===== src/sv/rtsel_pkg.sv =====
// Shared types and constants for the trap entry and interrupt select unit.
package rtsel_pkg;

  // Item kinds
  localparam logic [1:0] KIND_QUERY  = 2'd0;
  localparam logic [1:0] KIND_ASYNC  = 2'd1;
  localparam logic [1:0] KIND_SYNC   = 2'd2;
  localparam logic [1:0] KIND_UNUSED = 2'd3;

  // Privilege levels
  localparam logic [1:0] PRIV_U   = 2'd0;
  localparam logic [1:0] PRIV_S   = 2'd1;
  localparam logic [1:0] PRIV_RSV = 2'd2;
  localparam logic [1:0] PRIV_M   = 2'd3;

  // Error codes
  localparam logic [1:0] ERR_NONE     = 2'd0;
  localparam logic [1:0] ERR_VEC_MODE = 2'd1;
  localparam logic [1:0] ERR_PRIV     = 2'd2;

  // Vector modes
  localparam logic [1:0] TVEC_DIRECT   = 2'd0;
  localparam logic [1:0] TVEC_VECTORED = 2'd1;

  // Configuration register indexes
  localparam logic [2:0] REG_MTVEC   = 3'd0;
  localparam logic [2:0] REG_STVEC   = 3'd1;
  localparam logic [2:0] REG_MEDELEG = 3'd2;
  localparam logic [2:0] REG_MIDELEG = 3'd3;
  localparam logic [2:0] REG_MIE     = 3'd4;

  // Status word bit positions
  localparam int ST_SIE_BIT  = 1;
  localparam int ST_MIE_BIT  = 3;
  localparam int ST_SPIE_BIT = 5;
  localparam int ST_MPIE_BIT = 7;
  localparam int ST_SPP_BIT  = 8;
  localparam int ST_MPP_LO   = 11;
  localparam int ST_MPP_HI   = 12;

  // Interrupt sources in priority order: MEI, MSI, MTI, SEI, SSI, STI
  localparam int NUM_SRC = 6;
  localparam logic [4:0] PRIO_CAUSE [NUM_SRC] = '{5'd11, 5'd3, 5'd7, 5'd9, 5'd1, 5'd5};

  typedef struct packed {
    logic [31:0] mtvec;
    logic [31:0] stvec;
    logic [31:0] medeleg;
    logic [11:0] mideleg;
    logic [11:0] mie;
  } cfg_t;

  typedef struct packed {
    logic [1:0]  kind;
    logic [4:0]  cause_code;
    logic        is_interrupt;
    logic [31:0] fault_pc;
    logic [31:0] fault_value;
    logic [1:0]  cur_priv;
    logic [31:0] cur_status;
    logic [11:0] pending;
  } item_t;

  typedef struct packed {
    logic        irq_valid;
    logic [4:0]  irq_cause;
    logic        global_enable;
    logic        to_supervisor;
    logic [31:0] trap_pc;
    logic [1:0]  new_priv;
    logic [31:0] new_status;
    logic [31:0] saved_value;
    logic [1:0]  trap_error;
  } result_t;

endpackage


===== src/sv/rtsel_cfg_regs.sv =====
// Configuration register file: vector bases, delegation and enable registers.
module rtsel_cfg_regs (
  input  logic               clk,
  input  logic               rst_n,
  input  logic               cfg_we,
  input  logic [2:0]         cfg_index,
  input  logic [31:0]        cfg_wdata,
  output rtsel_pkg::cfg_t    cfg
);
  import rtsel_pkg::*;

  cfg_t cfg_r;
  cfg_t cfg_nxt;

  always_comb begin
    cfg_nxt = cfg_r;
    if (cfg_we) begin
      case (cfg_index)
        REG_MTVEC:   cfg_nxt.mtvec   = cfg_wdata;
        REG_STVEC:   cfg_nxt.stvec   = cfg_wdata;
        REG_MEDELEG: cfg_nxt.medeleg = cfg_wdata;
        REG_MIDELEG: cfg_nxt.mideleg = cfg_wdata[11:0];
        REG_MIE:     cfg_nxt.mie     = cfg_wdata[11:0];
        default:     cfg_nxt = cfg_r;
      endcase
    end
  end

  always_ff @(posedge clk) begin
    if (!rst_n) begin
      cfg_r <= '0;
    end else begin
      cfg_r <= cfg_nxt;
    end
  end

  assign cfg = cfg_r;

endmodule


===== src/sv/rtsel_irq_pick.sv =====
// Priority select of the highest ready interrupt source, machine target first.
module rtsel_irq_pick (
  input  logic [1:0]  cur_priv,
  input  logic [31:0] cur_status,
  input  logic [11:0] pending,
  input  logic [11:0] mideleg,
  input  logic [11:0] mie,
  output logic        irq_valid,
  output logic [4:0]  irq_cause
);
  import rtsel_pkg::*;

  logic [NUM_SRC-1:0] rdy;
  logic [NUM_SRC-1:0] to_m;
  logic [NUM_SRC-1:0] to_s;
  logic               m_en;
  logic               s_en;
  logic               m_hit;
  logic               s_hit;
  logic [4:0]         m_cause;
  logic [4:0]         s_cause;

  assign m_en = (cur_priv != PRIV_M) || cur_status[ST_MIE_BIT];
  assign s_en = (cur_priv != PRIV_S) || cur_status[ST_SIE_BIT];

  always_comb begin
    for (int i = 0; i < NUM_SRC; i++) begin
      rdy[i]  = pending[PRIO_CAUSE[i][3:0]] && mie[PRIO_CAUSE[i][3:0]];
      to_m[i] = !mideleg[PRIO_CAUSE[i][3:0]];
      // Delegated sources never interrupt machine mode
      to_s[i] = mideleg[PRIO_CAUSE[i][3:0]] && (cur_priv != PRIV_M);
    end
  end

  // Walk from lowest priority up so the first ready source wins
  always_comb begin
    m_hit   = 1'b0;
    s_hit   = 1'b0;
    m_cause = '0;
    s_cause = '0;
    for (int i = NUM_SRC - 1; i >= 0; i--) begin
      if (rdy[i] && to_m[i]) begin
        m_hit   = 1'b1;
        m_cause = PRIO_CAUSE[i];
      end
      if (rdy[i] && to_s[i]) begin
        s_hit   = 1'b1;
        s_cause = PRIO_CAUSE[i];
      end
    end
  end

  always_comb begin
    irq_valid = 1'b0;
    irq_cause = '0;
    if (m_en && m_hit) begin
      irq_valid = 1'b1;
      irq_cause = m_cause;
    end else if (s_en && s_hit) begin
      irq_valid = 1'b1;
      irq_cause = s_cause;
    end
  end

endmodule


===== src/sv/rtsel_trap_eval.sv =====
// Single-pass evaluation of one item: interrupt query or trap entry.
module rtsel_trap_eval (
  input  rtsel_pkg::item_t   item,
  input  rtsel_pkg::cfg_t    cfg,
  output rtsel_pkg::result_t res
);
  import rtsel_pkg::*;

  logic        pick_valid;
  logic [4:0]  pick_cause;
  logic        gen;
  logic [15:0] mideleg_ext;
  logic        deleg;
  logic        to_sup;
  logic [31:0] tvec;
  logic [31:0] base;
  logic [31:0] st_s;
  logic [31:0] st_m;

  rtsel_irq_pick u_pick (
    .cur_priv   (item.cur_priv),
    .cur_status (item.cur_status),
    .pending    (item.pending),
    .mideleg    (cfg.mideleg),
    .mie        (cfg.mie),
    .irq_valid  (pick_valid),
    .irq_cause  (pick_cause)
  );

  always_comb begin
    case (item.cur_priv)
      PRIV_M:  gen = item.cur_status[ST_MIE_BIT];
      PRIV_S:  gen = item.cur_status[ST_SIE_BIT];
      PRIV_U:  gen = 1'b1;
      default: gen = 1'b0;
    endcase
  end

  // Interrupt causes above 11 are never delegated
  assign mideleg_ext = {4'b0000, cfg.mideleg};
  assign deleg = item.is_interrupt ?
                 (!item.cause_code[4] && mideleg_ext[item.cause_code[3:0]]) :
                 cfg.medeleg[item.cause_code];
  assign to_sup = (item.cur_priv != PRIV_M) && deleg;
  assign tvec   = to_sup ? cfg.stvec : cfg.mtvec;
  assign base   = {tvec[31:2], 2'b00};

  always_comb begin
    st_s = item.cur_status;
    st_s[ST_SPIE_BIT] = item.cur_status[ST_SIE_BIT];
    st_s[ST_SIE_BIT]  = 1'b0;
    st_s[ST_SPP_BIT]  = (item.cur_priv == PRIV_S);
    st_m = item.cur_status;
    st_m[ST_MPIE_BIT] = item.cur_status[ST_MIE_BIT];
    st_m[ST_MIE_BIT]  = 1'b0;
    st_m[ST_MPP_HI:ST_MPP_LO] = item.cur_priv;
  end

  always_comb begin
    res = '0;
    res.global_enable = gen;
    if (item.kind == KIND_QUERY) begin
      if (item.cur_priv == PRIV_RSV) begin
        res.trap_error = ERR_PRIV;
      end else begin
        res.irq_valid = pick_valid;
        res.irq_cause = pick_cause;
      end
    end else if (item.cur_priv == PRIV_RSV) begin
      // Trap not taken: pass privilege and status through
      res.trap_error = ERR_PRIV;
      res.new_priv   = item.cur_priv;
      res.new_status = item.cur_status;
    end else begin
      res.to_supervisor = to_sup;
      res.new_priv      = to_sup ? PRIV_S : PRIV_M;
      res.new_status    = to_sup ? st_s : st_m;
      res.saved_value   = (item.kind == KIND_SYNC) ? item.fault_value : 32'd0;
      res.trap_pc       = base;
      if (tvec[1:0] == TVEC_VECTORED) begin
        if (item.is_interrupt) begin
          res.trap_pc = base + {25'd0, item.cause_code, 2'b00};
        end
      end else if (tvec[1:0] != TVEC_DIRECT) begin
        res.trap_error = ERR_VEC_MODE;
      end
    end
  end

endmodule


===== src/sv/riscv_trap_entry_and_interrupt_select_unit.sv =====
// Top level of the trap entry and interrupt select unit.
//
// Machine/supervisor trap entry and interrupt selection. Each input beat is
// either an interrupt query (kind 0), an asynchronous interrupt to take
// (kind 1) or a synchronous exception to take (kind 2); kind 3 beats are
// accepted and dropped with no result. A query returns the highest ready
// source among MEI, MSI, MTI, SEI, SSI, STI after delegation, global and
// per-source enables. A trap returns the target mode, handler pc (direct or
// vectored), new privilege, updated status word and trap value, and flags a
// reserved vector mode or a reserved current privilege. Rate: one beat per
// cycle sustained while out_stall does not hold the result; a beat passes
// through the input register, single-pass logic and the result register. The
// input register can still take a beat while a finished result waits on
// out_stall, so the block only stalls its input once both registers are full.
// Configuration registers reset to zero and must be written only while the
// block is idle.
module riscv_trap_entry_and_interrupt_select_unit (
  input  logic        clk,
  input  logic        rst_n,
  // Configuration port
  input  logic        cfg_we,
  input  logic [2:0]  cfg_index,
  input  logic [31:0] cfg_wdata,
  // Input channel
  input  logic        in_valid,
  output logic        in_stall,
  input  logic [1:0]  in_kind,
  input  logic [4:0]  in_cause_code,
  input  logic        in_is_interrupt,
  input  logic [31:0] in_fault_pc,
  input  logic [31:0] in_fault_value,
  input  logic [1:0]  in_cur_priv,
  input  logic [31:0] in_cur_status,
  input  logic [11:0] in_pending,
  // Result channel
  output logic        out_valid,
  input  logic        out_stall,
  output logic        out_irq_valid,
  output logic [4:0]  out_irq_cause,
  output logic        out_global_enable,
  output logic        out_to_supervisor,
  output logic [31:0] out_trap_pc,
  output logic [1:0]  out_new_priv,
  output logic [31:0] out_new_status,
  output logic [31:0] out_saved_value,
  output logic [1:0]  out_trap_error
);
  import rtsel_pkg::*;

  cfg_t    cfg;
  item_t   item_r;
  item_t   item_nxt;
  logic    s1_valid_r;
  logic    s1_valid_nxt;
  result_t res;
  result_t res_r;
  result_t res_nxt;
  logic    out_valid_r;
  logic    out_valid_nxt;
  logic    s2_ready;
  logic    s1_ready;

  rtsel_cfg_regs u_cfg (
    .clk       (clk),
    .rst_n     (rst_n),
    .cfg_we    (cfg_we),
    .cfg_index (cfg_index),
    .cfg_wdata (cfg_wdata),
    .cfg       (cfg)
  );

  // Result register frees when empty or when its beat is taken
  assign s2_ready = !out_valid_r || !out_stall;
  assign s1_ready = !s1_valid_r || s2_ready;
  assign in_stall = !s1_ready;

  always_comb begin
    item_nxt     = item_r;
    s1_valid_nxt = s1_valid_r;
    if (s1_ready) begin
      s1_valid_nxt = in_valid;
      if (in_valid) begin
        item_nxt.kind         = in_kind;
        item_nxt.cause_code   = in_cause_code;
        item_nxt.is_interrupt = in_is_interrupt;
        item_nxt.fault_pc     = in_fault_pc;
        item_nxt.fault_value  = in_fault_value;
        item_nxt.cur_priv     = in_cur_priv;
        item_nxt.cur_status   = in_cur_status;
        item_nxt.pending      = in_pending;
      end
    end
  end

  rtsel_trap_eval u_eval (
    .item (item_r),
    .cfg  (cfg),
    .res  (res)
  );

  // Advance into the result register; drop unused-kind beats here
  always_comb begin
    res_nxt       = res_r;
    out_valid_nxt = out_valid_r;
    if (s2_ready) begin
      out_valid_nxt = s1_valid_r && (item_r.kind != KIND_UNUSED);
      if (s1_valid_r) begin
        res_nxt = res;
      end
    end
  end

  always_ff @(posedge clk) begin
    if (!rst_n) begin
      s1_valid_r  <= 1'b0;
      out_valid_r <= 1'b0;
    end else begin
      s1_valid_r  <= s1_valid_nxt;
      out_valid_r <= out_valid_nxt;
    end
  end

  always_ff @(posedge clk) begin
    item_r <= item_nxt;
    res_r  <= res_nxt;
  end

  assign out_valid         = out_valid_r;
  assign out_irq_valid     = res_r.irq_valid;
  assign out_irq_cause     = res_r.irq_cause;
  assign out_global_enable = res_r.global_enable;
  assign out_to_supervisor = res_r.to_supervisor;
  assign out_trap_pc       = res_r.trap_pc;
  assign out_new_priv      = res_r.new_priv;
  assign out_new_status    = res_r.new_status;
  assign out_saved_value   = res_r.saved_value;
  assign out_trap_error    = res_r.trap_error;

`ifndef SYNTHESIS
  a_stall_only_when_full: assert property (@(posedge clk) disable iff (!rst_n)
    in_stall |-> (s1_valid_r && out_valid_r && out_stall))
    else $error("input stalled while a register is free");

  a_rsv_priv_disables: assert property (@(posedge clk) disable iff (!rst_n)
    (out_valid && (out_trap_error == ERR_PRIV)) |-> (!out_global_enable && !out_irq_valid))
    else $error("reserved privilege reported with enable or interrupt");

  a_irq_is_query: assert property (@(posedge clk) disable iff (!rst_n)
    (out_valid && out_irq_valid) |-> (!out_to_supervisor && (out_trap_error == ERR_NONE)
                                      && (out_new_priv == PRIV_U)))
    else $error("query result carries trap fields");

  a_sup_priv: assert property (@(posedge clk) disable iff (!rst_n)
    (out_valid && out_to_supervisor) |-> (out_new_priv == PRIV_S))
    else $error("supervisor trap without supervisor privilege");
`endif

endmodule

===== config.mk =====
export PLATFORM = sky130hd
export DESIGN_NAME = riscv_trap_entry_and_interrupt_select_unit
export DESIGN_NICKNAME = d
export VERILOG_FILES = /design/src/sv/rtsel_pkg.sv /design/src/sv/rtsel_cfg_regs.sv /design/src/sv/rtsel_irq_pick.sv /design/src/sv/rtsel_trap_eval.sv /design/src/sv/riscv_trap_entry_and_interrupt_select_unit.sv
export SDC_FILE = /design/constraint.sdc
export NUM_CORES = 1
export LEC_CHECK = 0
export BUFFER_PORTS_ARGS = -buffer_cell sky130_fd_sc_hd__buf_2
export CAP_MARGIN = 5
export CORE_MARGIN = 4
export CORE_UTILIZATION = 30
export CTS_CLUSTER_DIAMETER = 100
export DETAILED_ROUTE_END_ITERATION = 6
export GPL_TIMING_DRIVEN = 0
export HOLD_SLACK_MARGIN = 0.06
export SETUP_SLACK_MARGIN = 0.2
export SLEW_MARGIN = 10
export SYNTH_ARGS = -nofsm -noshare
export SYNTH_HDL_FRONTEND = slang
export SYNTH_SLANG_ARGS = --single-unit
export TNS_END_PERCENT = 1

===== constraint.sdc =====
create_clock -name clk -period 21.1 [get_ports clk]
set_input_delay 2.11 -clock clk [delete_from_list [all_inputs] [get_ports clk]]
set_output_delay 2.11 -clock clk [all_outputs]
set_load 0.005 [all_outputs]

# Word level (Yosys, flattened, before mapping)
# Index checks and enable logic that the tools add are counted.
# totals
register_bits,316
input_bits,158
output_inout_bits,110
# classes
n_addsub,1
magnitude_cmp,2
eq_ne,12
n_mux,45
bitwise,4
reduce_logical,59
# op_table
operator,n
32-bit two-way mux,3
5-bit two-way mux,12
34-bit two-way mux,1
32-bit by 7-bit adder with 32-bit output,1
1-bit logical AND,29
1-bit two-way mux,19
2-bit AND reduction,7
13-bit two-way mux,1
1-bit zero test,11
2-bit two-way mux,4
"2-bit == test, second input constant",3
"3-bit by 2-bit == test with 1-bit output, second input constant",2
"5-bit by 6-bit less-than comparator with 1-bit output, second input constant",1
3-bit two-way mux,2
1-bit binary-select mux with 5-bit select,1
"4-bit by 5-bit less-than comparator with 1-bit output, second input constant",1
1-bit binary-select mux with 4-bit select,1
"2-bit by 1-bit == test with 1-bit output, second input constant",2
2-bit zero test,2
1-bit logical OR,4
"2-bit inequality test, second input constant",2
1-bit NOT,4
2-bit OR reduction,2
4-bit OR reduction,1
7 further kinds,7

# Depth between registers and ports, before layout
# depth
ltp_word,12
mapped_depth,21
mapped_depth_nobuf,17

# By module
# From an unflattened synthesis, not the netlist that was laid out.
# hier_totals
hier_cells,1086
area_unflattened_um2,14337.5
# modules_own_cells
module,instances,cells_each,area_per_inst_um2,seq_area_each_um2
riscv_trap_entry_and_interrupt_select_unit,1,235,6877.8,6826.5
rtsel_cfg_regs,1,427,4418.0,2402.3
rtsel_trap_eval,1,384,2768.9,0.0
rtsel_irq_pick,1,40,272.8,0.0

# Worst setup path before layout
# OpenSTA, ideal clock, no wires.
# synth_path
kind,input to register
from,input out_stall
to,register res_r (netlist bit out_global_enable) (enable)
setup_time_ps,728
arrival_time_ps,9715
required_time_ps,20372
path_slack_ps,10657
stages,1
path_cell_list,a21boi_0
# synth_between
elab_chain_cells,3
# synth_rtl
element,line_no,rtl
start: declaration,riscv_trap_entry_and_interrupt_select_unit.sv:37,"input logic out_stall,"
1-bit zero test,riscv_trap_entry_and_interrupt_select_unit.sv:73,assign s2_ready = !out_valid_r || !out_stall;
1-bit logical OR,riscv_trap_entry_and_interrupt_select_unit.sv:73,
2-bit AND reduction (no source line),--,
end signal: assignment,riscv_trap_entry_and_interrupt_select_unit.sv:125,res_r <= res_nxt;
end: declaration,riscv_trap_entry_and_interrupt_select_unit.sv:56,result_t res_r;
# Every way passes these cells.
# A chain may end at the register's enable or synchronous reset.

# Worst setup path in the final report
# layout_path
from,register item_r[111] (netlist bit)
to,"register res_r (netlist bit out_trap_pc[24]), data pin"
# layout_between
elab_chain_cells,9
elab_cells_between_ends,12
cone_classes,add/sub: 1; eq/ne: 1; mux: 8; reduce/logical: 2
# layout_rtl
element,line_no,rtl
start: declaration,riscv_trap_entry_and_interrupt_select_unit.sv:51,item_t item_r;
start signal: assignment,riscv_trap_entry_and_interrupt_select_unit.sv:124,item_r <= item_nxt;
1-bit binary-select mux with 4-bit select,rtsel_trap_eval.sv:42,(!item.cause_code[4] && mideleg_ext[item.cause_code[3:0]]) :
1-bit two-way mux (not written as such),rtsel_trap_eval.sv:42,
1-bit logical AND,rtsel_trap_eval.sv:42,
1-bit two-way mux,rtsel_trap_eval.sv:41,assign deleg = item.is_interrupt ?
1-bit logical AND,rtsel_trap_eval.sv:44,assign to_sup = (item.cur_priv != PRIV_M) && deleg;
32-bit two-way mux,rtsel_trap_eval.sv:45,assign tvec = to_sup ? cfg.stvec : cfg.mtvec;
32-bit by 7-bit adder with 32-bit output,rtsel_trap_eval.sv:82,"res.trap_pc = base + {25'd0, item.cause_code, 2'b00};"
32-bit two-way mux,rtsel_trap_eval.sv:81,if (item.is_interrupt) begin
32-bit two-way mux (*),rtsel_trap_eval.sv:80,if (tvec[1:0] == TVEC_VECTORED) begin
# Mark *: on every way between the ends. The rest lies on a longest branch, timed or not. The select of a mux whose other input is x is not followed.

==> out/summary.txt <==
Seq/Total Area, Yosys: 60.6%
Clock Skew: 0.0174 ns
fin. max-slew vios: 0
measured slew at the worst slew-check pin: 0.814 ns
max incr delay on CP: 0.55 ns
FILL cells: 4237
pwr dens: 84.1 mW/mm^2
cts repair resizes: 0
startpoint types: flip-flop
Skew-Pair Late Insertion Delay: 0.52 ns
fin nets: 1602
worst path required time: 21.49 ns
DR vias/cell: 4.63
worst vdd ir: 41.5 uV
hold crit path type: reg -> reg
Syn Inst Count: 1168
RSZ-0062 raised after global routing: false
Top Family by Delay on Critical Path: simple AND/OR/NAND/NOR gates
Setup crit end kind: flip-flop
CTS H-Tree Depth: 2
io pins: 268
final setup vio count: 0
WL final: 36000 um
DRC: 0
CP max-delay cell: mux4_2
Synth warnings: 0
full die area: 0.0467 mm^2
initial antenna violation count: 6
via count: 9462
buffers inserted during post-CTS setup optimization: 0
CTS Hold Bufs: 0
share of total power in sequential cells: 48.5%
fin crit period: 5.59 ns
Static Leakage: 5.98 nW
largest area contributor in the netlist: edfxtp_1
asr flop ratio synth: 0%
root buffer cell: clkbuf_16
Mapped Area: 0.0130 mm^2
post-route clock period utilization: 26.5%
Die Width: 216 um
CP arrival: 5.99 ns
Clk pwr share: 44.5%
Comb power frac: 7.0%
overall power: 1.36 mW
worst setup path category: reg -> reg
Fin Setup TNS: 0 ns
gr usage total: 15.1%
total CTS buffers: 35
I/O Buffers: 225
top cells by area in the synthesized netlist: edfxtp_1, dfxtp_1, nand2_1, a21boi_0, mux2i_1
Slew HR: 45.3%
R2R setup slack: 15.51 ns
Synth Area per Inst: 11.1 um^2
first-pass iteration count of the detailed router: 5
Top cell by count, worst path: buf_6
max_cap viols: 0
number of library cell types mapped by synthesis: 71
CTS clk-pin slew, worst paths: 0.07 ns
switch share: 22.4%
pin count of the biggest net entering global routing: 31
Worst Path Buf+Inv: 4
clock sinks: 301
Initial Utilization: 30.6%
first-pass GRT wire length: 55300 um
grt ovf: 0
worst-path cell chain: buf_6, mux4_2, o211ai_2, and4_4, or2_1, buf_6, nor2_4, buf_6, mux2_2, ha_1, inv_1, fa_1, nor2b_1, o21ai_0, a21boi_0, o211ai_1, nor4_1, mux2i_1, or4_1, nand2_1
Hold Fails Final Rpt: 0
Psw: 0.305 mW
FF+latch count, synth: 301
P&R area growth vs syn: 24.5%
EDFF count, synth: 185
top cell type's share of synthesized area: 42.8%
area of the core: 0.0424 mm^2
CTS max path bufs: 3
status: finished, final reports clean
vias in the first global route: 9498
top_reg_cell synth: edfxtp_1
GPL Wtd Cong: 0.906
Die Ht: 216 um
crit-path max FO: 10
TritonCTS clock tree: done
Internal Power: 1.06 mW
row cnt: 75
share of layout cells above drive strength 1: 22.3%
Iteration-0 DRC Markers: 630
DP HPWL: 27600 um
FMAX: 0.179 GHz
Final ANT Viol Nets: 0
routed len/inst: 17.6 um
-- power groups by stage --
stage / clock network, mW / registers (mW) / logic [mW]
2_1_floorplan: 0 / 0.674 / 0.0479
3_3_place_gp: 0 / 0.678 / 0.0912
5_1_grt: 0.649 / 0.662 / 0.105
4_1_cts: 0.624 / 0.660 / 0.0966
6_report: 0.606 / 0.660 / 0.0952
3_5_place_dp: 0 / 0.672 / 0.0963
-- flip-flops by register name (all words and copies together) (netlist names) --
register / count
out_global_enable: 1
out_trap_error: 2
out_irq_valid: 1
out_saved_value: 32
out_new_status: 32
u_cfg.cfg: 114
out_trap_pc: 30
s1_valid_r: 1
item_r: 80
out_to_supervisor: 1
out_valid: 1
out_new_priv: 2
out_irq_cause: 4
-- per-stage QoR --
step	cell area [um^2]	hold slack [ns]	setup slack, ns	instances	util (%)
2_1_floorplan	13000	0.439	10.66	1170	-
3_3_place_gp	14800	0.448	6.59	1972	35.0
3_5_place_dp	15000	0.456	15.57	1978	35.4
4_1_cts	16200	0.464	15.54	2040	38.1
5_1_grt	16200	0.483	15.06	2044	38.1
6_report	16200	0.461	15.51	2045	38.1
-- path summary, 6_finish.rpt --
path	start	to	cells after the start
setup / recovery	item_r[111]	out_trap_pc[24]	20
hold / removal	u_cfg.cfg[93]	u_cfg.cfg[93]	2
setup reg to reg	item_r[111]	out_trap_pc[24]	20
hold reg to reg	u_cfg.cfg[93]	u_cfg.cfg[93]	2
-- logic make-up (layout without fill, tap and decap cells) --
logic type | after synthesis | count (layout) | share of synthesized area, %
and+or+nand+nor | 499 | 499 | 18.0
DFF | 301 | 301 | 60.6
AOI/OAI and AO/OA | 198 | 198 | 11.1
buffers and inverters | 79 | 372 | 2.80
muxes | 61 | 61 | 5.17
xor gates and xnor gates | 23 | 23 | 1.55
adders and majority gates | 6 | 6 | 0.636
other | 1 | 8 | 0.0289
-- cell usage in the layout, fill, tap and decap left out, drive strengths merged, types with 5 or more instances in the layout --
| cell | count |
|---|---|
| clkbuf | 96 |
| mux2 | 13 |
| xor2 | 12 |
| nor2b | 41 |
| a21boi | 112 |
| ha | 5 |
| dfxtp | 116 |
| nand3 | 15 |
| diode | 5 |
| mux2i | 45 |
| xnor2 | 11 |
| buf | 246 |
| a21oi | 27 |
| inv | 20 |
| a21o | 5 |
| and3 | 16 |
| o21ai | 10 |
| nor3 | 22 |
| nor2 | 48 |
| clkinv | 6 |
| edfxtp | 185 |
| a22oi | 7 |
| o211ai | 8 |
| nand4 | 17 |
| nand2 | 273 |
| a211oi | 9 |
| and2 | 37 |
-- final cells by class --
| cell class | count | area, um^2 | share of cell area (%) |
|---|---|---|---|
| clock buffer | 49 | 991 | 6.13 |
| tap | 577 | 722 | 4.46 |
| clock inverter | 13 | 168 | 1.04 |
| antenna | 5 | 12.5 | 0.0774 |
| inverter | 17 | 63.8 | 0.395 |
| timing repair buffer | 231 | 1260 | 7.80 |
| buffer | 62 | 300 | 1.86 |
| sequential | 301 | 7880 | 48.7 |
| multi-input combinational | 790 | 4770 | 29.5 |
-- routing by layer --
layer	up-vias	share of wire (%)	global-route usage, %
li1	4661	-	-
met1	4508	44	19.7
met2	235	49	25.1
met3	56	4.9	2.82
met4	2	2.7	5.48
met5	-	0.033	0
-- synth_stat cells (3+ instances only) --
cell and n:
nand2_1 272, edfxtp_1 185, dfxtp_1 116, a21boi_0 112, clkbuf_1 47, nor2_1 47, mux2i_1 45, nor2b_1 41
and2_1 36, a21oi_1 25, nor3_1 20, inv_1 17, nand4_1 17, and3_1 16, nand3_1 15, xor2_1 12
xnor2_1 11, a211oi_1 9, mux2_2 9, o21ai_0 8, a22oi_1 7, o211ai_1 7, buf_2 6, a21o_1 5
buf_6 5, ha_1 5, or4_1 4, a31oi_1 3, buf_4 3, mux2_1 3, nand2b_1 3, nand3b_1 3
nor3b_1 3, o2111ai_1 3, o22ai_1 3, or3_1 3
-- worst register-to-register path, delay by kind of cell (launching register included) --
kind	cells	cell delay, ns
and+or+nand+nor	7	1.62
buffers and inverters	4	0.58
muxes	3	1.07
AOI/OAI and AO/OA	4	1.19
adders and majority gates	2	0.56
DFF	1	0.44
No activity file was read; power rests on OpenSTA's default activity.
